File: config.mk
export PLATFORM = sky130hd
export DESIGN_NAME = lsp_ctrl
export DESIGN_NICKNAME = d
export VERILOG_FILES = /design/src/lsp_pkg.sv /design/src/lsp_ctrl.sv
export SDC_FILE = /design/constraint.sdc
export NUM_CORES = 1
export LEC_CHECK = 0
export BUFFER_PORTS_ARGS = -buffer_cell sky130_fd_sc_hd__clkbuf_2
export CAP_MARGIN = 40
export CORE_AREA = 3 3 40 42
export CTS_BUF_LIST = sky130_fd_sc_hd__clkbuf_8
export CTS_CLUSTER_DIAMETER = 40
export DETAILED_ROUTE_END_ITERATION = 10
export DIE_AREA = 0 0 43 45
export PLACE_DENSITY = 0.44
export SLEW_MARGIN = 20
export SYNTH_ARGS = -nofsm -noshare
export SYNTH_HDL_FRONTEND = slang
export SYNTH_SLANG_ARGS = --single-unit
File: constraint.sdc
create_clock -name clk -period 1.6 [get_ports clk]
set_input_delay 0.08 -clock clk [delete_from_list [all_inputs] [get_ports clk]]
set_output_delay 0.08 -clock clk [all_outputs]
set_load 0.02 [all_outputs]
File: src/lsp_pkg.sv
`default_nettype none
package lsp_pkg;

    // Geometry of the sample store and fixed-point formats
    localparam int MAX_FRAMES = 65536;
    localparam int FRAME_W    = $clog2(MAX_FRAMES);
    localparam int COUNT_W    = FRAME_W + 1;
    localparam int FRAC_W     = 16;
    localparam int POS_W      = COUNT_W + FRAC_W;
    localparam int SAMPLE_W   = 16;
    localparam int GAIN_W     = 17;
    localparam int SPEED_W    = 19;
    localparam int CMD_W      = 2;
    localparam int CFG_IDX_W  = 3;
    localparam int CFG_DATA_W = 19;

    localparam logic [GAIN_W-1:0]  GAIN_UNITY = 17'd65536;
    localparam logic [SPEED_W-1:0] SPEED_MIN  = 19'd16384;
    localparam logic [SPEED_W-1:0] SPEED_MAX  = 19'd262144;

    // Request word commands
    typedef enum logic [CMD_W-1:0] {
        CMD_WRITE = 2'd0,
        CMD_PLAY  = 2'd1,
        CMD_STOP  = 2'd2,
        CMD_TICK  = 2'd3
    } cmd_t;

    // Configuration register indexes
    typedef enum logic [CFG_IDX_W-1:0] {
        REG_REGION_START = 3'd0,
        REG_REGION_END   = 3'd1,
        REG_CLIP_FRAMES  = 3'd2,
        REG_LOOP_ENABLE  = 3'd3,
        REG_GAIN         = 3'd4,
        REG_SPEED_STEP   = 3'd5,
        REG_MONO_OUT     = 3'd6,
        REG_STEREO_CLIP  = 3'd7
    } cfg_idx_t;

    // Clamped playback settings seen by the datapath
    typedef struct packed {
        logic [FRAME_W-1:0] rgn_start;
        logic [COUNT_W-1:0] rgn_end;
        logic [COUNT_W-1:0] rgn_span;
        logic               clip_loaded;
        logic               loop_en;
        logic [GAIN_W-1:0]  gain;
        logic [SPEED_W-1:0] speed;
        logic               mono;
        logic               stereo;
    } play_cfg_t;

    // Sequencer states
    typedef enum logic [3:0] {
        ST_IDLE,
        ST_RD0,
        ST_RD1,
        ST_MULD,
        ST_INTERP,
        ST_MULG,
        ST_ADV,
        ST_WRAP,
        ST_EMIT
    } state_t;

    // Controller to datapath commands
    typedef struct packed {
        logic accept;
        logic rd0;
        logic rd1;
        logic muld;
        logic interp;
        logic mulg;
        logic adv;
        logic wrap;
        logic emit;
    } dp_ctl_t;

    // Datapath to controller status
    typedef struct packed {
        logic tick_run;
        logic wrap_pending;
        logic out_free;
    } dp_sts_t;

endpackage
`default_nettype wire

File: src/lsp_ctrl.sv
`default_nettype none
module lsp_ctrl (
    input  wire logic                      clk,
    input  wire logic                      rst_n,
    input  wire logic                      req_valid,
    input  wire logic [lsp_pkg::CMD_W-1:0] req_command,
    output logic                           req_ready,
    input  lsp_pkg::dp_sts_t               sts,
    output lsp_pkg::dp_ctl_t               ctl
);
    import lsp_pkg::*;

    state_t state_reg;
    state_t state_next;

    always_ff @(posedge clk or negedge rst_n)
    begin
        if (!rst_n)
            state_reg <= ST_IDLE;
        else
            state_reg <= state_next;
    end

    // Next state
    always_comb
    begin
        state_next = state_reg;
        case (state_reg)
            ST_IDLE:
            begin
                if (req_valid && (req_command == CMD_TICK))
                    state_next = sts.tick_run ? ST_RD0 : ST_EMIT;
            end
            ST_RD0:    state_next = ST_RD1;
            ST_RD1:    state_next = ST_MULD;
            ST_MULD:   state_next = ST_INTERP;
            ST_INTERP: state_next = ST_MULG;
            ST_MULG:   state_next = ST_ADV;
            ST_ADV:    state_next = ST_WRAP;
            ST_WRAP:
            begin
                if (!sts.wrap_pending)
                    state_next = ST_EMIT;
            end
            ST_EMIT:
            begin
                if (sts.out_free)
                    state_next = ST_IDLE;
            end
            default:   state_next = ST_IDLE;
        endcase
    end

    // Datapath commands
    always_comb
    begin
        ctl       = '0;
        req_ready = 1'b0;
        case (state_reg)
            ST_IDLE:
            begin
                req_ready  = 1'b1;
                ctl.accept = req_valid;
            end
            ST_RD0:    ctl.rd0    = 1'b1;
            ST_RD1:    ctl.rd1    = 1'b1;
            ST_MULD:   ctl.muld   = 1'b1;
            ST_INTERP: ctl.interp = 1'b1;
            ST_MULG:   ctl.mulg   = 1'b1;
            ST_ADV:    ctl.adv    = 1'b1;
            ST_WRAP:   ctl.wrap   = sts.wrap_pending;
            ST_EMIT:   ctl.emit   = sts.out_free;
            default:   ;
        endcase
    end

endmodule
`default_nettype wire

==> impl_summary.txt, run 1 <==
----------------------------------------------------
[Run status]
  Status ... completed

[Logic synthesis]
  Portion of synthesized cell area occupied by the leading cell type ... 33.8%
  Number of instances in the synthesized netlist ... 36
  Library cell with the largest summed area after synthesis ... dfrtp_1
  Adder and majority gate portion of the synthesized area ... 0%
  Post-Synthesis Cell Area ... 297 µm²
  Number of flops mapped to enable cells by yosys ... 0
  Synth Area in Compound Gates ... 13.5%
  Warnings from Yosys ... 0
  Synth area leaders ... dfrtp_1 34%, nor3_1 10%, inv_1 5.1%
  Syn Nets ... 44
  Largest family of logic cells by synthesized area ... simple AND/OR/NAND/NOR gates
  Xor/xnor cell area share of the yosys netlist ... 0%
  Most numerous cell in the Yosys netlist ... nor3_1
  Async set-reset flop share out of synthesis ... 100%
  Simple logic cell fraction of the synthesized area ... 41.4%
  Multiplexer fraction of the synthesized cell area ... 0%
  Most instantiated flip-flop cell in the synthesis netlist ... dfrtp_1
  Sequential fraction of the synthesis area ... 33.8%
  Top cells by instance count after synthesis ... 6 x nor3_1, 4 x dfrtp_1, 4 x inv_1
  Avg Synthesized Cell Area ... 8.24 µm²
  Yosys cell types ... 20
  Register bit count reported by yosys ... 4

[Die]
  Placement Rows ... 13
  Width of the die ... 43 µm
  Vertical die dimension ... 45 µm
  Placeable core region ... 1280 µm²
  Floorplan die area ... 1940 µm²
  Top Ports ... 18
  Starting density of the core ... 23.1%

[STA]
  Slew Limit Fails ... 0
  Fmax ... 650 MHz
  Fin crit period ... 1.54 ns
  Final hold vios ... 0
  Number of endpoints failing setup at the final stage ... 0
  Final Worst Setup Slack ... 0.0604 ns
  Post-route worst hold slack ... 0.137 ns
  Relative slew slack ... 80.0%
  Final period util ... 96.2%
  Worst-Margin Slew ... 0.296 ns
  Final worst clock skew ... 0.00447 ns

[Setup path]
  Worst endpoint data arrival time ... 1.46 ns
  Critical path capture point type ... primary output
  Required arrival time at the worst endpoint ... 1.52 ns
  WS Path Type ... register to primary output
  Critical path peak fanout ... 9
  Startpoint type of the worst setup path ... register

[Clocking]
  Clock transition at the registers of the reported paths ... 0.03 ns
  Maximum buffer depth of the clock tree ... 2
  CTS tree ... yes
  H-Tree Level Count ... 1
  Number of sinks driven by the clock tree ... 4
  Clock root buffer master ... clkbuf_8
  Number of buffers inserted during clock tree synthesis ... 3
  Clk Latency, worst-skew pair ... 0.21 ns

[Place]
  GP Congestion ... 0.670
  Post-place setup slack ... 0.211 ns
  Number of port buffers ... 17
  HPWL Detailed ... 611 µm

[Power and ir drop]
  Power density over the cells ... 2030 nW/µm²
  Static leakage ... 0.268 nW
  Worst IR Drop VDD ... 0.927 mV

[Global routing]
  Vias in the first global route ... 278
  Global-route wire length before repair ... 1.21 mm
  Aggregate global routing overflow ... 0
  Total routing usage reported by global routing ... 8.70%
  Pin count of the biggest net entering global routing ... 10
  Number of antenna violations at the first check in global routing ... 0

[Detailed routing]
  Routed vias ... 348
  Residual antenna-violating net count after detailed routing ... 0
  Wire length reported by the detailed router ... 841 µm
  WL per Instance ... 11.1 µm
  DRC errors left ... 0
  Initial DRC Count ... 10
  Drt via density ... 4.58
  DR pass1 iterations ... 4

[Job]
  Number of max-cap violations ... 0

[Final layout]
  Flip-flop count of the largest register, all copies and words added ... 4
  Layout cells sized above 1 ... 50.8%
  Share of the core filled with cells in the final layout ... 38.6%
  Number of nets in the layout ... 71
  Layout Area Growth over Synthesis ... 67.1%
  Total inserted antenna cells ... 0

[Hold path]
  Hold/Removal Path Class ... primary input to register

----------------------------------------------------
[placed cells by master, fill, tap and decap left out, drive strengths merged]
master and count:
nand2 2, nor2 3, and2 2, inv 4, nor4 1, o32ai 1, or4b 1, a41o 1
o41ai 1, clkbuf 19, nand2b 2, dlygate4sd3 1, nand3 1, a21oi 1, nor3b 1, or3 1
dfrtp 4, a21o 1, nor3 6, or2b 1, buf 7
[per-stage QoR]
| step | instances | cell area (µm²) | power (W) | TNS [ns] |
|---|---|---|---|---|
| 2_1_floorplan | 36 | 297 | 0.000558 | 0 |
| 3_3_place_gp | 68 | 397 | 0.000714 | 0 |
| 3_5_place_dp | 68 | 397 | 0.000707 | 0 |
| 4_1_cts | 72 | 449 | 0.000924 | 0 |
| 5_1_grt | 76 | 495 | 0.00108 | -0.0274 |
| 6_report | 76 | 495 | 0.00101 | 0 |
[layer usage]
| layer | up-vias | routed length [µm] | global-route usage [%] |
|---|---|---|---|
| met4 | 0 | 0 | 1.81 |
| met2 | 18 | 370 | 11.7 |
| met1 | 153 | 395 | 11.2 |
| met3 | 0 | 75 | 6.37 |
| met5 | - | 0 | 0 |
| li1 | 177 | - | - |
[cells by family after synthesis]
family                 Yosys count
flip-flops                       4
AND/OR/NAND/NOR                 21
buffers and inverters            6
AO/OA/AOI/OAI                    5
[final timing paths]
| path | from | to | slack, ns | cells past startpoint |
|---|---|---|---|---|
| setup / recovery | state_reg[2]$_DFFE_PN0P_ | ctl[0] | 0.06 | 3 |
| hold / removal | req_command[1] | state_reg[3]$_DFFE_PN0P_ | 0.14 | 2 |
| setup reg to reg | state_reg[2]$_DFFE_PN0P_ | state_reg[3]$_DFFE_PN0P_ | 0.25 | 3 |
| hold reg to reg | state_reg[3]$_DFFE_PN0P_ | state_reg[2]$_DFFE_PN0P_ | 0.50 | 1 |
| max in group asynchronous | rst_n | state_reg[0]$_DFFE_PN0P_ | 1.25 | 2 |
| min in group asynchronous | rst_n | state_reg[1]$_DFFE_PN0P_ | 0.21 | 2 |
[report_power, final]
part	internal (W)	switching [W]	total [W]
Combinational	0.000259	0.000304	0.000563
Sequential	0.000155	0.0000813	0.000237
Clock	0.000160	0.0000463	0.000206
Total	0.000574	0.000431	0.00101
[critical path: stages (launching register included)]
cell	delay (ns)
dfrtp_2	0.46
or4b_1	0.52
nor2_1	0.11
buf_4	0.15
[what timing repair did]
| action | CTS | global route |
|---|---|---|
| hold buffers | 1 | 0 |
| endpoints found under the setup margin | 1 | 3 |
| gates resized for setup | 1 | 6 |
| endpoints found under the hold margin | 4 | 0 |
| buffers inserted | 0 | 4 |
[layout make-up]
cell class                      count  area, µm²
Multi-Input combinational cell     26        174
Clock buffer                        3       41.3
Fill cell                         140        790
Timing Repair Buffer               24        143
Tap cell                           15       18.8
Inverter                            4       15.0
Sequential cell                     4        104
Power figures use the tool's default switching activity.
==> run 2, diff against run 1 <==
GPL_TIMING_DRIVEN = 0   (was not set)
==> run 2 against run 1 <==
Effect of this change: sequential power down 8%; fmax up 0.51%; worst hold slack better by 0.025 ns; largest cell class unchanged.
==> impl_summary.txt, run 2 (synthesis gave the netlist of run 1 again) <==
----------------------------------------------------
[STA]
  Fmax ... 653 MHz
  Final hold vios ... 0
  Post-route worst hold slack ... 0.162 ns
  Final worst clock skew ... 0.000466 ns
  Number of endpoints failing setup at the final stage ... 0
  Final period util ... 95.7%
  Unrepaired setup endpoints after global routing ... false
  Relative slew slack ... 80.2%
  Fin crit period ... 1.53 ns
  Setup TNS ... 0 ns
  Worst-Margin Slew ... 0.295 ns
  Slew Limit Fails ... 0

[Clocking]
  CTS tree ... yes
  Number of sinks driven by the clock tree ... 4
  Clock root buffer master ... clkbuf_8
  H-Tree Level Count ... 1
  Clock transition at the registers of the reported paths ... 0.03 ns
  Maximum buffer depth of the clock tree ... 2
  Number of buffers inserted during clock tree synthesis ... 3
  Clk Latency, worst-skew pair ... 0.21 ns
  Post-CTS Repair Setup Buffers ... 0

[Final layout]
  Number of nets in the layout ... 67
  Flip-flop count of the largest register, all copies and words added ... 4
  Most common cell after layout, fill and taps aside ... clkbuf_2
  Area of combinational cells with multiple inputs ... 181 µm²
  Storage cell area ... 103 µm²
  Total inserted antenna cells ... 0
  Total of fill cells in the finished design ... 143
  Layout Area Growth over Synthesis ... 61.2%
  Commonest non-fill, non-tap cells in the layout ... 15 x clkbuf_2, 6 x nor3_1, 4 x inv_1
  Final design area excluding fillers ... 478 µm²
  Layout cells sized above 1 ... 50.9%

[Setup path]
  Critical path capture point type ... primary output
  Required arrival time at the worst endpoint ... 1.52 ns
  Start point of the critical path ... state_reg[1]$_DFFE_PN0P_
  WS Path Type ... register to primary output
  Worst endpoint data arrival time ... 1.45 ns
  Delay contributed by the slowest stage of the critical path ... 0.56 ns
  Startpoint of the worst-slack reg-to-reg timing path ... state_reg[1]$_DFFE_PN0P_
  Critical path depth ... 3
  Slowest cell on the critical path ... or4b_4
  Startpoint type of the worst setup path ... register
  Worst path bufs/invs ... 1
  Reg2reg path depth ... 3
  Timing endpoint of the critical path ... ctl[0]
  Family with the most delay on the worst path ... simple AND/OR/NAND/NOR gates
  CP cell instances ... or4b_4, nor2_2, buf_4
  Setup slack of the worst register-to-register path ... 0.23 ns
  Critical path peak fanout ... 8
  FF-to-FF End ... state_reg[3]$_DFFE_PN0P_

[Detailed routing]
  DR pass1 iterations ... 4
  Drt via density ... 4.61
  Initial DRC Count ... 6
  WL per Instance ... 10.4 µm
  Routed vias ... 332
  DRC errors left ... 0
  Residual antenna-violating net count after detailed routing ... 0
  Wire length reported by the detailed router ... 751 µm

[Place]
  Placed cell area ... 400 µm²
  Number of port buffers ... 17
  GP Congestion ... 0.684
  HPWL Detailed ... 584 µm

[Power and ir drop]
  Power density over the cells ... 1970 nW/µm²
  Flop pwr share ... 23.3%
  Total net switching power ... 0.000408 W
  Static leakage ... 0.254 nW
  Total internal power ... 0.000534 W
  Worst IR Drop VDD ... 0.651 mV
  Clk pwr share ... 21.8%
  Comb power frac ... 55.0%
  Fraction of power spent switching nets ... 43.3%

[Global routing]
  Number of antenna violations at the first check in global routing ... 0
  Vias in the first global route ... 316
  Total routing usage reported by global routing ... 9.44%
  Pin count of the biggest net entering global routing ... 10
  Aggregate global routing overflow ... 0
  Global-route wire length before repair ... 1.33 mm

[Job]
  Number of max-cap violations ... 0

[Die]
  Floorplan die area ... 1940 µm²
  Starting density of the core ... 23.1%
  Placeable core region ... 1280 µm²
  Vertical die dimension ... 45 µm
  Placement Rows ... 13
  Top Ports ... 18
  Width of the die ... 43 µm

[Run status]
  Status ... completed

[Hold path]
  Hold/Removal Path Class ... primary input to register

----------------------------------------------------
run 2: worst register-to-register path, cell delays in order, from the launching register on:
cell and delay, ns:
dfrtp_2 0.45, or4b_4 0.56, o32ai_1 0.15, a41o_1 0.14
run 2: metal layers:
layer	global-route usage [%]	vias to the layer above	wire length, µm
li1	-	170	-
met3	3.98	0	74
met5	0	-	0
met4	5.42	0	0
met1	11.4	148	319
met2	14.1	14	358
run 2: worst min path at each step:
stage	endpoint	depth (start not counted)	startpoint	slack, ns
after floorplan	state_reg[0]$_DFFE_PN0P_	0	rst_n	-0.22
after global placement	state_reg[3]$_DFFE_PN0P_	1	rst_n	-0.11
after detailed placement	state_reg[3]$_DFFE_PN0P_	1	rst_n	-0.11
after CTS	state_reg[3]$_DFFE_PN0P_	2	req_command[1]	0.16
after global routing	state_reg[3]$_DFFE_PN0P_	2	req_command[1]	0.17
final	state_reg[3]$_DFFE_PN0P_	2	req_command[1]	0.16
run 2: through the flow:
| step | setup slack [ns] | util, % | cells | total power, W |
|---|---|---|---|---|
| after floorplan | 0.00263 | - | 36 | 0.000558 |
| after CTS | 0.00545 | 36.1 | 72 | 0.000944 |
| final | 0.0682 | 37.2 | 72 | 0.000942 |
| after detailed placement | 0.155 | 31.2 | 68 | 0.000704 |
| after global placement | 0.152 | 31.2 | 68 | 0.000710 |
| after global routing | 0.00625 | 37.2 | 72 | 0.00102 |
run 2: what timing repair did:
action,in CTS,in global routing
hold endpoints to repair,4,0
endpoints found under the setup margin,1,2
hold buffers,1,0
pin swaps,0,0
resized for setup,2,8
run 2: cell type report:
| type | instances | share of cell area [%] |
|---|---|---|
| multi-input combinational | 26 | 38.0 |
| buffer | 2 | 3.93 |
| inverter | 4 | 3.14 |
| timing repair buffer | 18 | 20.9 |
| sequential | 4 | 21.5 |
| tap | 15 | 3.93 |
| clock buffer | 3 | 8.64 |
run 2: power groups by stage:
stage | Sequential [W] | Clock (W) | Combinational (W)
4_1_cts | 0.000211 | 0.000211 | 0.000522
6_report | 0.000219 | 0.000205 | 0.000518
3_3_place_gp | 0.000213 | 0 | 0.000497
5_1_grt | 0.000228 | 0.000218 | 0.000579
2_1_floorplan | 0.000195 | 0 | 0.000363
3_5_place_dp | 0.000211 | 0 | 0.000493
