===== src/lsp_pkg.sv =====
`default_nettype none
package lsp_pkg;

    // Geometry of the sample store and fixed-point formats
    localparam int MAX_FRAMES = 65536;
    localparam int FRAME_W    = $clog2(MAX_FRAMES);
    localparam int COUNT_W    = FRAME_W + 1;
    localparam int FRAC_W     = 16;
    localparam int POS_W      = COUNT_W + FRAC_W;
    localparam int SAMPLE_W   = 16;
    localparam int GAIN_W     = 17;
    localparam int SPEED_W    = 19;
    localparam int CMD_W      = 2;
    localparam int CFG_IDX_W  = 3;
    localparam int CFG_DATA_W = 19;

    localparam logic [GAIN_W-1:0]  GAIN_UNITY = 17'd65536;
    localparam logic [SPEED_W-1:0] SPEED_MIN  = 19'd16384;
    localparam logic [SPEED_W-1:0] SPEED_MAX  = 19'd262144;

    // Request word commands
    typedef enum logic [CMD_W-1:0] {
        CMD_WRITE = 2'd0,
        CMD_PLAY  = 2'd1,
        CMD_STOP  = 2'd2,
        CMD_TICK  = 2'd3
    } cmd_t;

    // Configuration register indexes
    typedef enum logic [CFG_IDX_W-1:0] {
        REG_REGION_START = 3'd0,
        REG_REGION_END   = 3'd1,
        REG_CLIP_FRAMES  = 3'd2,
        REG_LOOP_ENABLE  = 3'd3,
        REG_GAIN         = 3'd4,
        REG_SPEED_STEP   = 3'd5,
        REG_MONO_OUT     = 3'd6,
        REG_STEREO_CLIP  = 3'd7
    } cfg_idx_t;

    // Clamped playback settings seen by the datapath
    typedef struct packed {
        logic [FRAME_W-1:0] rgn_start;
        logic [COUNT_W-1:0] rgn_end;
        logic [COUNT_W-1:0] rgn_span;
        logic               clip_loaded;
        logic               loop_en;
        logic [GAIN_W-1:0]  gain;
        logic [SPEED_W-1:0] speed;
        logic               mono;
        logic               stereo;
    } play_cfg_t;

    // Sequencer states
    typedef enum logic [3:0] {
        ST_IDLE,
        ST_RD0,
        ST_RD1,
        ST_MULD,
        ST_INTERP,
        ST_MULG,
        ST_ADV,
        ST_WRAP,
        ST_EMIT
    } state_t;

    // Controller to datapath commands
    typedef struct packed {
        logic accept;
        logic rd0;
        logic rd1;
        logic muld;
        logic interp;
        logic mulg;
        logic adv;
        logic wrap;
        logic emit;
    } dp_ctl_t;

    // Datapath to controller status
    typedef struct packed {
        logic tick_run;
        logic wrap_pending;
        logic out_free;
    } dp_sts_t;

endpackage
`default_nettype wire


===== src/lsp_cfg.sv =====
`default_nettype none
module lsp_cfg (
    input  wire logic                           clk,
    input  wire logic                           rst_n,
    input  wire logic                           cfg_we,
    input  wire logic [lsp_pkg::CFG_IDX_W-1:0]  cfg_index,
    input  wire logic [lsp_pkg::CFG_DATA_W-1:0] cfg_data,
    output lsp_pkg::play_cfg_t                  cfg
);
    import lsp_pkg::*;

    logic [FRAME_W-1:0] rs_reg;
    logic [COUNT_W-1:0] re_reg;
    logic [COUNT_W-1:0] clip_reg;
    logic               loop_reg;
    logic [GAIN_W-1:0]  gain_reg;
    logic [SPEED_W-1:0] speed_reg;
    logic               mono_reg;
    logic               stereo_reg;

    logic [COUNT_W-1:0] frames;
    logic [COUNT_W-1:0] frames_m1;
    logic               short_clip;
    logic [FRAME_W-1:0] start_c;
    logic [COUNT_W-1:0] start_p1;
    logic [COUNT_W-1:0] end_c;

    // Register file
    always_ff @(posedge clk or negedge rst_n)
    begin
        if (!rst_n)
        begin
            rs_reg     <= '0;
            re_reg     <= COUNT_W'(1);
            clip_reg   <= '0;
            loop_reg   <= 1'b0;
            gain_reg   <= GAIN_W'(16384);
            speed_reg  <= SPEED_W'(65536);
            mono_reg   <= 1'b0;
            stereo_reg <= 1'b1;
        end
        else if (cfg_we)
        begin
            case (cfg_index)
                REG_REGION_START: rs_reg     <= cfg_data[FRAME_W-1:0];
                REG_REGION_END:   re_reg     <= cfg_data[COUNT_W-1:0];
                REG_CLIP_FRAMES:  clip_reg   <= cfg_data[COUNT_W-1:0];
                REG_LOOP_ENABLE:  loop_reg   <= cfg_data[0];
                REG_GAIN:         gain_reg   <= cfg_data[GAIN_W-1:0];
                REG_SPEED_STEP:   speed_reg  <= cfg_data[SPEED_W-1:0];
                REG_MONO_OUT:     mono_reg   <= cfg_data[0];
                REG_STEREO_CLIP:  stereo_reg <= cfg_data[0];
                default:          ;
            endcase
        end
    end

    // Region clamp against the loaded clip
    always_comb
    begin
        frames     = (clip_reg > COUNT_W'(MAX_FRAMES)) ? COUNT_W'(MAX_FRAMES) : clip_reg;
        frames_m1  = frames - COUNT_W'(1);
        short_clip = (frames <= COUNT_W'(1));
        if (short_clip)
            start_c = '0;
        else if ({1'b0, rs_reg} > frames_m1)
            start_c = frames_m1[FRAME_W-1:0];
        else
            start_c = rs_reg;
        start_p1 = {1'b0, start_c} + COUNT_W'(1);
        if (short_clip)
            end_c = COUNT_W'(1);
        else if (re_reg < start_p1)
            end_c = start_p1;
        else if (re_reg > frames)
            end_c = frames;
        else
            end_c = re_reg;
    end

    // Clamped settings
    always_comb
    begin
        cfg.rgn_start   = start_c;
        cfg.rgn_end     = end_c;
        cfg.rgn_span    = end_c - {1'b0, start_c};
        cfg.clip_loaded = (frames != '0);
        cfg.loop_en     = loop_reg;
        cfg.gain        = (gain_reg > GAIN_UNITY) ? GAIN_UNITY : gain_reg;
        if (speed_reg < SPEED_MIN)
            cfg.speed = SPEED_MIN;
        else if (speed_reg > SPEED_MAX)
            cfg.speed = SPEED_MAX;
        else
            cfg.speed = speed_reg;
        cfg.mono   = mono_reg;
        cfg.stereo = stereo_reg;
    end

endmodule
`default_nettype wire


===== config.mk =====
export PLATFORM = sky130hd
export DESIGN_NAME = lsp_cfg
export DESIGN_NICKNAME = d
export VERILOG_FILES = /design/src/lsp_pkg.sv /design/src/lsp_cfg.sv
export SDC_FILE = /design/constraint.sdc
export NUM_CORES = 1
export LEC_CHECK = 0
export BUFFER_PORTS_ARGS = -buffer_cell sky130_fd_sc_hd__buf_2
export CORE_MARGIN = 10
export CORE_UTILIZATION = 30
export DETAILED_ROUTE_END_ITERATION = 10
export PLACE_DENSITY = 0.53
export SLEW_MARGIN = 15
export SYNTH_ARGS = -nofsm -noshare
export SYNTH_HDL_FRONTEND = slang
export SYNTH_SLANG_ARGS = --single-unit

===== constraint.sdc =====
create_clock -name clk -period 32.7 [get_ports clk]
set_input_delay 3.27 -clock clk [delete_from_list [all_inputs] [get_ports clk]]
set_output_delay 3.27 -clock clk [all_outputs]
set_load 0.02 [all_outputs]

==> results of run 1 <==
[metrics by stage]
step                      instance area [sq um]    util
after floorplan                            7458       -
after global routing                       8651  0.3547
final                                      8651  0.3547
after CTS                                  8651  0.3547
after detailed placement                   8359  0.3427
after global placement                     8359  0.3427
[logic make-up (layout without fill, tap and decap cells)]
kind of cell,Yosys count,in the layout,share of synthesized area
flops,89,89,0.2993
fa+ha+maj,71,71,0.1191
mux,92,92,0.1371
simple gates,256,256,0.1912
xor+xnor,35,35,0.04110
compound gates,173,173,0.1693
buf+inv,77,178,0.04295
[worst max-delay path: cells and delay by family (launching register included)]
kind / cells / cell delay [ns]
xor gates and xnor gates: 1 / 0.18
buffers and inverters: 4 / 0.76
DFF: 1 / 0.76
and+or+nand+nor: 13 / 2.98
AOI/OAI and AO/OA: 20 / 5.19
adders and majority gates: 5 / 1.44
[final cells by class]
class                           count  area [sq um]
Fill cell                        2572         15740
Multi-Input combinational cell    627          4938
Sequential cell                    89          2232
Timing Repair Buffer              122         633.1
Tap cell                          324         405.4
Clock buffer                       13         270.3
Inverter                           40         150.1
Clock inverter                      3         21.27
[worst max-delay path by stage]
stage / slack (ns) / start / endpoint
finish: 17.77 / clip_reg[16]$_DFFE_PN0P_ / cfg[56]
global route: 16.67 / clip_reg[16]$_DFFE_PN0P_ / cfg[54]
CTS: 17.82 / clip_reg[16]$_DFFE_PN0P_ / cfg[56]
detailed placement: 18.25 / clip_reg[16]$_DFFE_PN0P_ / cfg[56]
global placement: 18.63 / clip_reg[16]$_DFFE_PN0P_ / cfg[56]
floorplan: 18.84 / clip_reg[16]$_DFFE_PN0P_ / cfg[54]
[layer usage]
layer / track usage / share of wire / up-vias
met5: 0 / 0 / -
met4: 0.02779 / 0.0075 / 0
met3: 0.02762 / 0.071 / 13
met2: 0.2117 / 0.41 / 205
met1: 0.2169 / 0.51 / 3098
li1: - / - / 3115
[cells in the mapped netlist (4+ instances only)]
cell type / number / area, sq um
a311oi_1: 5 / 43.79
clkbuf_1: 24 / 90.09
a21boi_0: 5 / 37.54
buf_2: 4 / 20.02
and2_1: 19 / 118.9
nor2b_1: 37 / 231.5
mux2_2: 81 / 912.1
or4_1: 5 / 37.54
o211ai_1: 13 / 97.59
buf_1: 4 / 15.01
a31oi_1: 4 / 25.02
nand2_1: 42 / 157.7
a211o_1: 7 / 61.31
nand2b_1: 4 / 25.02
a211oi_1: 23 / 172.7
nor3_1: 12 / 60.06
dfrtp_1: 85 / 2127
o21ai_0: 23 / 115.1
mux2i_1: 11 / 110.1
xor2_1: 7 / 61.31
nand3_1: 21 / 105.1
xnor2_1: 28 / 245.2
and3_1: 10 / 62.56
inv_1: 38 / 142.6
nor2_1: 52 / 195.2
a211oi_2: 5 / 62.56
a21o_1: 8 / 60.06
nand4_1: 13 / 81.33
dfstp_2: 4 / 105.1
a21oi_1: 31 / 155.2
nor4_1: 12 / 75.07
o21a_1: 8 / 60.06
ha_1: 67 / 838.3
[power by group]
part / total, uW / switching [uW] / internal, uW
Combinational: 769 / 475 / 294
Sequential: 170 / 34.5 / 135
Clock: 101 / 43.0 / 58.0
==> summary.md, run 1 <==
| Metric | Value |
|---|---|
| Finished Layout Cells | `1218` |
| Pwr dens | `120.1 mW/mm^2` |
| Vias | `6431` |
| Per-cell routed wire length | `19.08 um` |
| Diode count | `0` |
| Ys async rst share | `1.000` |
| Pre-Repair DR Iteration Count | `5` |
| Post-synthesis sequential area ratio | `0.2993` |
| Hold-fix buffers, CTS | `0` |
| Start point of the worst hold path | `loop_reg$_DFFE_PN0P_` |
| Critical R2R Capture | `clip_reg[16]$_DFFE_PN0P_` |
| CTS Buf Count | `9` |
| Worst Slack Setup Final | `17.77 ns` |
| Status | `complete, no violations` |
| Most frequent cells in the layout | `113 x buf_2, 85 x dfrtp_1, 81 x mux2_2, 67 x ha_1, 52 x nor2_1` |
| Hold slack | `0.5028 ns` |
| Fin crit share | `0.4567` |
| Max-slew headroom | `0.2172` |
| RePlAce Congestion | `0.9262` |
| Max-cap viol count | `0` |
| Hold Path End | `loop_reg$_DFFE_PN0P_` |
| Die X | `177.7 um` |
| Area Growth Syn to Fin | `15.99%` |
| Syn Area/Cell | `9.405 sq um` |
| Crit path max fanout | `31` |
| WS Path Type | `reg2out` |
| Clock buffer depth | `2` |
| Reg2Reg Depth | `2` |
| Core area | `0.02439 sq mm` |
| RSZ-0062 raised after global routing | `no` |
| Pre-CTS setup slack | `18.25 ns` |
| Synth cell types | `88` |
| Pins Over Slew Limit | `0` |
| Worst-path clk slew | `0.07 ns` |
| Highest-delay cell along the critical path | `dfrtp_1` |
| CP peak stage delay | `0.76 ns` |
| FP Rows | `57` |
| Hold path depth | `1` |
| Post-route ant nets | `0` |
| Fin. Hold Viols | `0` |
| EDFF count, synth | `0` |
| Post-synthesis cell count | `793` |
| Setup violators final | `0` |
| Clk root buf | `clkbuf_16` |
| Number of flip-flops in the largest register | `19` |
| Clk sink count | `89` |
| Synthesized Nets | `886` |
| PortBufs | `114` |
| Critical path required time | `29.43 ns` |
| Flops & latches, synth | `89` |
| Internal reg-to-reg setup slack | `31.14 ns` |
| Fraction of layout cells with a size suffix above 1 | `0.2897` |
| Least-Margin Pin Slew | `1.168 ns` |
| Vias per cell | `5.280` |
| Dominant synthesized flop cell | `dfrtp_1` |
| Final TNS setup | `0 ns` |
| Die Y | `177.7 um` |
| Syn. warnings | `0` |
| Boundary Pins | `115` |
| CP endpoint kind | `output port` |
| Fmax | `66.96 MHz` |
| Dpl hpwl | `18590 um` |
| Startpoint Class | `flip-flop` |
| Post-Place Cells | `1202` |
| Routed WL | `23240 um` |
| CTS tree | `done` |
| Pin count of the biggest net entering global routing | `58` |
| Worst min path class | `reg2reg` |
| LEAKAGE | `0.003750 uW` |
| Remaining global-route overflow | `0` |
| CP Data Arrival Time | `11.66 ns` |
| Total Nets Final | `982` |
| Post-CTS sizing | `0` |
| Commonest non-fill, non-tap cell in the layout | `buf_2` |
| Vias in the first global route | `6503` |
| DR iter-0 viols | `455` |
| Worst-Skew Late Latency | `0.33 ns` |
| Initial Util | `0.3058` |
| Gr usage total | `0.1453` |
| First-pass GRT wire length | `36600 um` |
| Worst r2r src | `clip_reg[16]$_DFFE_PN0P_` |
| Worst Skew | `0 ns` |
| # DRC | `0` |
| Period minus WS final | `14.93 ns` |
| Initial antenna violation count | `0` |
| Setup bufs post-CTS | `0` |
| VDD IR max | `0.1051 mV` |
| H-tree lvl count | `3` |
| Mapped cell area | `0.007458 sq mm` |
| Power Total | `1039 uW` |
| Die ar. | `0.03157 sq mm` |
(Power assumes the default switching activity.)
==> inputs of run 2 (changes only) <==
--- a/config.mk
+++ b/config.mk
@@ -9,7 +9,7 @@
 export CORE_MARGIN = 10
 export CORE_UTILIZATION = 30
 export DETAILED_ROUTE_END_ITERATION = 10
-export PLACE_DENSITY = 0.53
+export PLACE_DENSITY = 0.54
 export SLEW_MARGIN = 15
 export SYNTH_ARGS = -nofsm -noshare
 export SYNTH_HDL_FRONTEND = slang
==> constraint.sdc (replaced) <==
create_clock -name clk -period 12.8 [get_ports clk]
set_input_delay 1.28 -clock clk [delete_from_list [all_inputs] [get_ports clk]]
set_output_delay 1.28 -clock clk [all_outputs]
set_load 0.02 [all_outputs]
==> summary.md, run 2 (synthesis gave the netlist of run 1 again) <==
| Metric | Value |
|---|---|
| Worst-path clk slew | `0.07 ns (about the same)` |
| Clock Power Share | `0.101 (+0.004)` |
| Crit path max fanout | `19 (-39%)` |
| Die X | `177.7 um (unchanged)` |
| Die Y | `177.7 um (unchanged)` |
| CP Data Arrival Time | `10.50 ns (-1.16 ns)` |
| Max-slew headroom | `0.2318 (+0.01454)` |
| H-tree lvl count | `3 (unchanged)` |
| Post-Place Cells | `1205 (+0.25%)` |
| Comb pwr share | `0.739 (about the same)` |
| Fin crit share | `0.9207` |
| WS Path Type | `reg2out` |
| Final core occ | `0.3568 (+0.002155)` |
| Flop pwr share | `0.160 (-0.003)` |
| Commonest non-fill, non-tap cell in the layout | `buf_2` |
| Most frequent cells in the layout | `113 x buf_2, 85 x dfrtp_1, 81 x mux2_2, 67 x ha_1, 52 x nor2_1` |
| Fmax | `84.86 MHz` |
| Initial Util | `0.3058 (unchanged)` |
| First-pass GRT wire length | `36000 um (-1.7%)` |
| Crit. Startpoint | `clip_reg[16]$_DFFE_PN0P_` |
| VDD IR max | `0.2928 mV (+180%)` |
| Hold-fix buffers, CTS | `0 (unchanged)` |
| CTS tree | `done` |
| Per-cell routed wire length | `18.85 um (-1.2%)` |
| Setup violators final | `0 (unchanged)` |
| Boundary Pins | `115 (unchanged)` |
| Worst Skew | `0 ns (unchanged)` |
| Status | `complete, no violations` |
| Int Power | `1257 uW (+160%)` |
| Finished Layout Cells | `1221 (+0.25%)` |
| Fin. Hold Viols | `0 (unchanged)` |
| RePlAce Congestion | `0.9346 (+0.91%)` |
| Reg2Reg Depth | `1 (-1)` |
| Area Growth Syn to Fin | `16.69%` |
| Period minus WS final | `11.78 ns` |
| Vias per cell | `5.275 (about the same)` |
| Initial antenna violation count | `0 (unchanged)` |
| PortBufs | `114 (unchanged)` |
| Die ar. | `0.03157 sq mm (unchanged)` |
| # DRC | `0 (unchanged)` |
| Pwr dens | `306.7 mW/mm^2 (+160%)` |
| CTS Buf Count | `9 (unchanged)` |
| Total Nets Final | `985 (+0.31%)` |
| Max-cap viol count | `0 (unchanged)` |
| Least-Margin Pin Slew | `1.146 ns (-0.02170 ns)` |
| FP Rows | `57 (unchanged)` |
| DR iter-0 viols | `482 (+5.9%)` |
| Setup bufs post-CTS | `0 (unchanged)` |
| Dpl hpwl | `18400 um (-0.98%)` |
| Clk sink count | `89 (unchanged)` |
| Startpoint Class | `flip-flop` |
| Vias in the first global route | `6400 (-1.6%)` |
| Internal reg-to-reg setup slack | `11.80 ns (-19.34 ns)` |
| Power Total | `2669 uW (+160%)` |
| Gr usage total | `0.1436 (-0.001666)` |
| Highest-delay cell along the critical path | `nor4_2` |
| Post-CTS sizing | `0 (unchanged)` |
| RSZ-0062 raised after global routing | `no` |
| Pin count of the biggest net entering global routing | `71 (+22%)` |
| Post-route ant nets | `0 (unchanged)` |
| Remaining global-route overflow | `0 (unchanged)` |
| Vias | `6441 (+0.16%)` |
| Fraction of layout cells with a size suffix above 1 | `0.2943 (+0.004605)` |
| Core area | `0.02439 sq mm (unchanged)` |
| Worst r2r src | `clip_reg[4]$_DFFE_PN0P_` |
| Crit path to | `cfg[56]` |
| Final TNS setup | `0 ns (unchanged)` |
| CP endpoint kind | `output port` |
| Diode count | `0 (unchanged)` |
| Worst min path class | `reg2reg` |
| CP peak stage delay | `0.43 ns (-0.33 ns)` |
| Number of flip-flops in the largest register | `19 (unchanged)` |
| Pre-Repair DR Iteration Count | `5 (unchanged)` |
| Hold slack | `0.5032 ns (+0.0003340 ns)` |
| Critical R2R Capture | `clip_reg[4]$_DFFE_PN0P_` |
| LEAKAGE | `0.003772 uW (+0.59%)` |
| Clock buffer depth | `2 (unchanged)` |
| Net switching power | `1412 uW (+160%)` |
| Pins Over Slew Limit | `0 (unchanged)` |
| Clk root buf | `clkbuf_16` |
| Routed WL | `23020 um (-0.96%)` |
| Net Sw Frac | `0.5290 (-0.002880)` |
| Critical path required time | `11.52 ns (-17.91 ns)` |
| Worst-Skew Late Latency | `0.34 ns (about the same)` |
-- run 2: cell types whose count changed in the layout (fill, tap and decap cells not counted), sizes merged --
cell    previous run  this run
clkinv             1         3
bufinv             0         1
clkbuf            13        11
buf              122       125
inv               41        40
-- run 2: worst min path at each step --
| stage | start | to | slack [ns] | cells past startpoint |
|---|---|---|---|---|
| floorplan | mono_reg$_DFFE_PN0P_ | mono_reg$_DFFE_PN0P_ | 0.48 | 1 |
| CTS | mono_reg$_DFFE_PN0P_ | mono_reg$_DFFE_PN0P_ | 0.51 | 1 |
| finish | mono_reg$_DFFE_PN0P_ | mono_reg$_DFFE_PN0P_ | 0.50 | 1 |
| global placement | loop_reg$_DFFE_PN0P_ | loop_reg$_DFFE_PN0P_ | 0.49 | 1 |
| global route | loop_reg$_DFFE_PN0P_ | loop_reg$_DFFE_PN0P_ | 0.54 | 1 |
| detailed placement | mono_reg$_DFFE_PN0P_ | mono_reg$_DFFE_PN0P_ | 0.50 | 1 |
-- run 2: power groups by stage --
| stage | Combinational (uW) | Sequential (uW) | Clock [uW] |
|---|---|---|---|
| 2_1_floorplan | 1450 | 394 | 0 |
| 3_3_place_gp | 1960 | 430 | 0 |
| 3_5_place_dp | 1970 | 430 | 0 |
| 4_1_cts | 1980 | 426 | 275 |
| 5_1_grt | 2190 | 438 | 287 |
| 6_report | 1970 | 428 | 268 |
-- run 2: worst max-delay path, delay by kind of cell, from the launching register on --
family                     cells  cell delay [ns]
buffers and inverters          5             0.68
xor gates and xnor gates       1             0.24
and+or+nand+nor               10             2.38
adders and majority gates      5             1.50
DFF                            1             0.38
AOI/OAI and AO/OA             23             4.98
-- run 2: metal layers --
metal	up-vias	part of all wire	wire length [um]	global-route usage
met1	3067	0.51	11760	0.2118
met4	0	0.0079	182	0.03230
met5	-	0	0	0
met2	223	0.40	9295	0.2089
met3	14	0.077	1775	0.02911
li1	3137	-	-	-
-- run 2: cell type report --
type	count	area, sq um
clock buffer	11	242.7
clock inverter	5	56.30
fill	2542	15690
inverter	40	150.1
multi-input combinational	627	4957
sequential	89	2232
tap	324	405.4
timing repair buffer	125	659.4
-- run 2: per-stage QoR --
stage	cell area (sq um)	worst slack, ns
after floorplan	7458	0.9279
after global placement	8388	1.511
after detailed placement	8388	1.155
after CTS	8687	0.7124
after global routing	8703	0.01974
final	8703	1.016
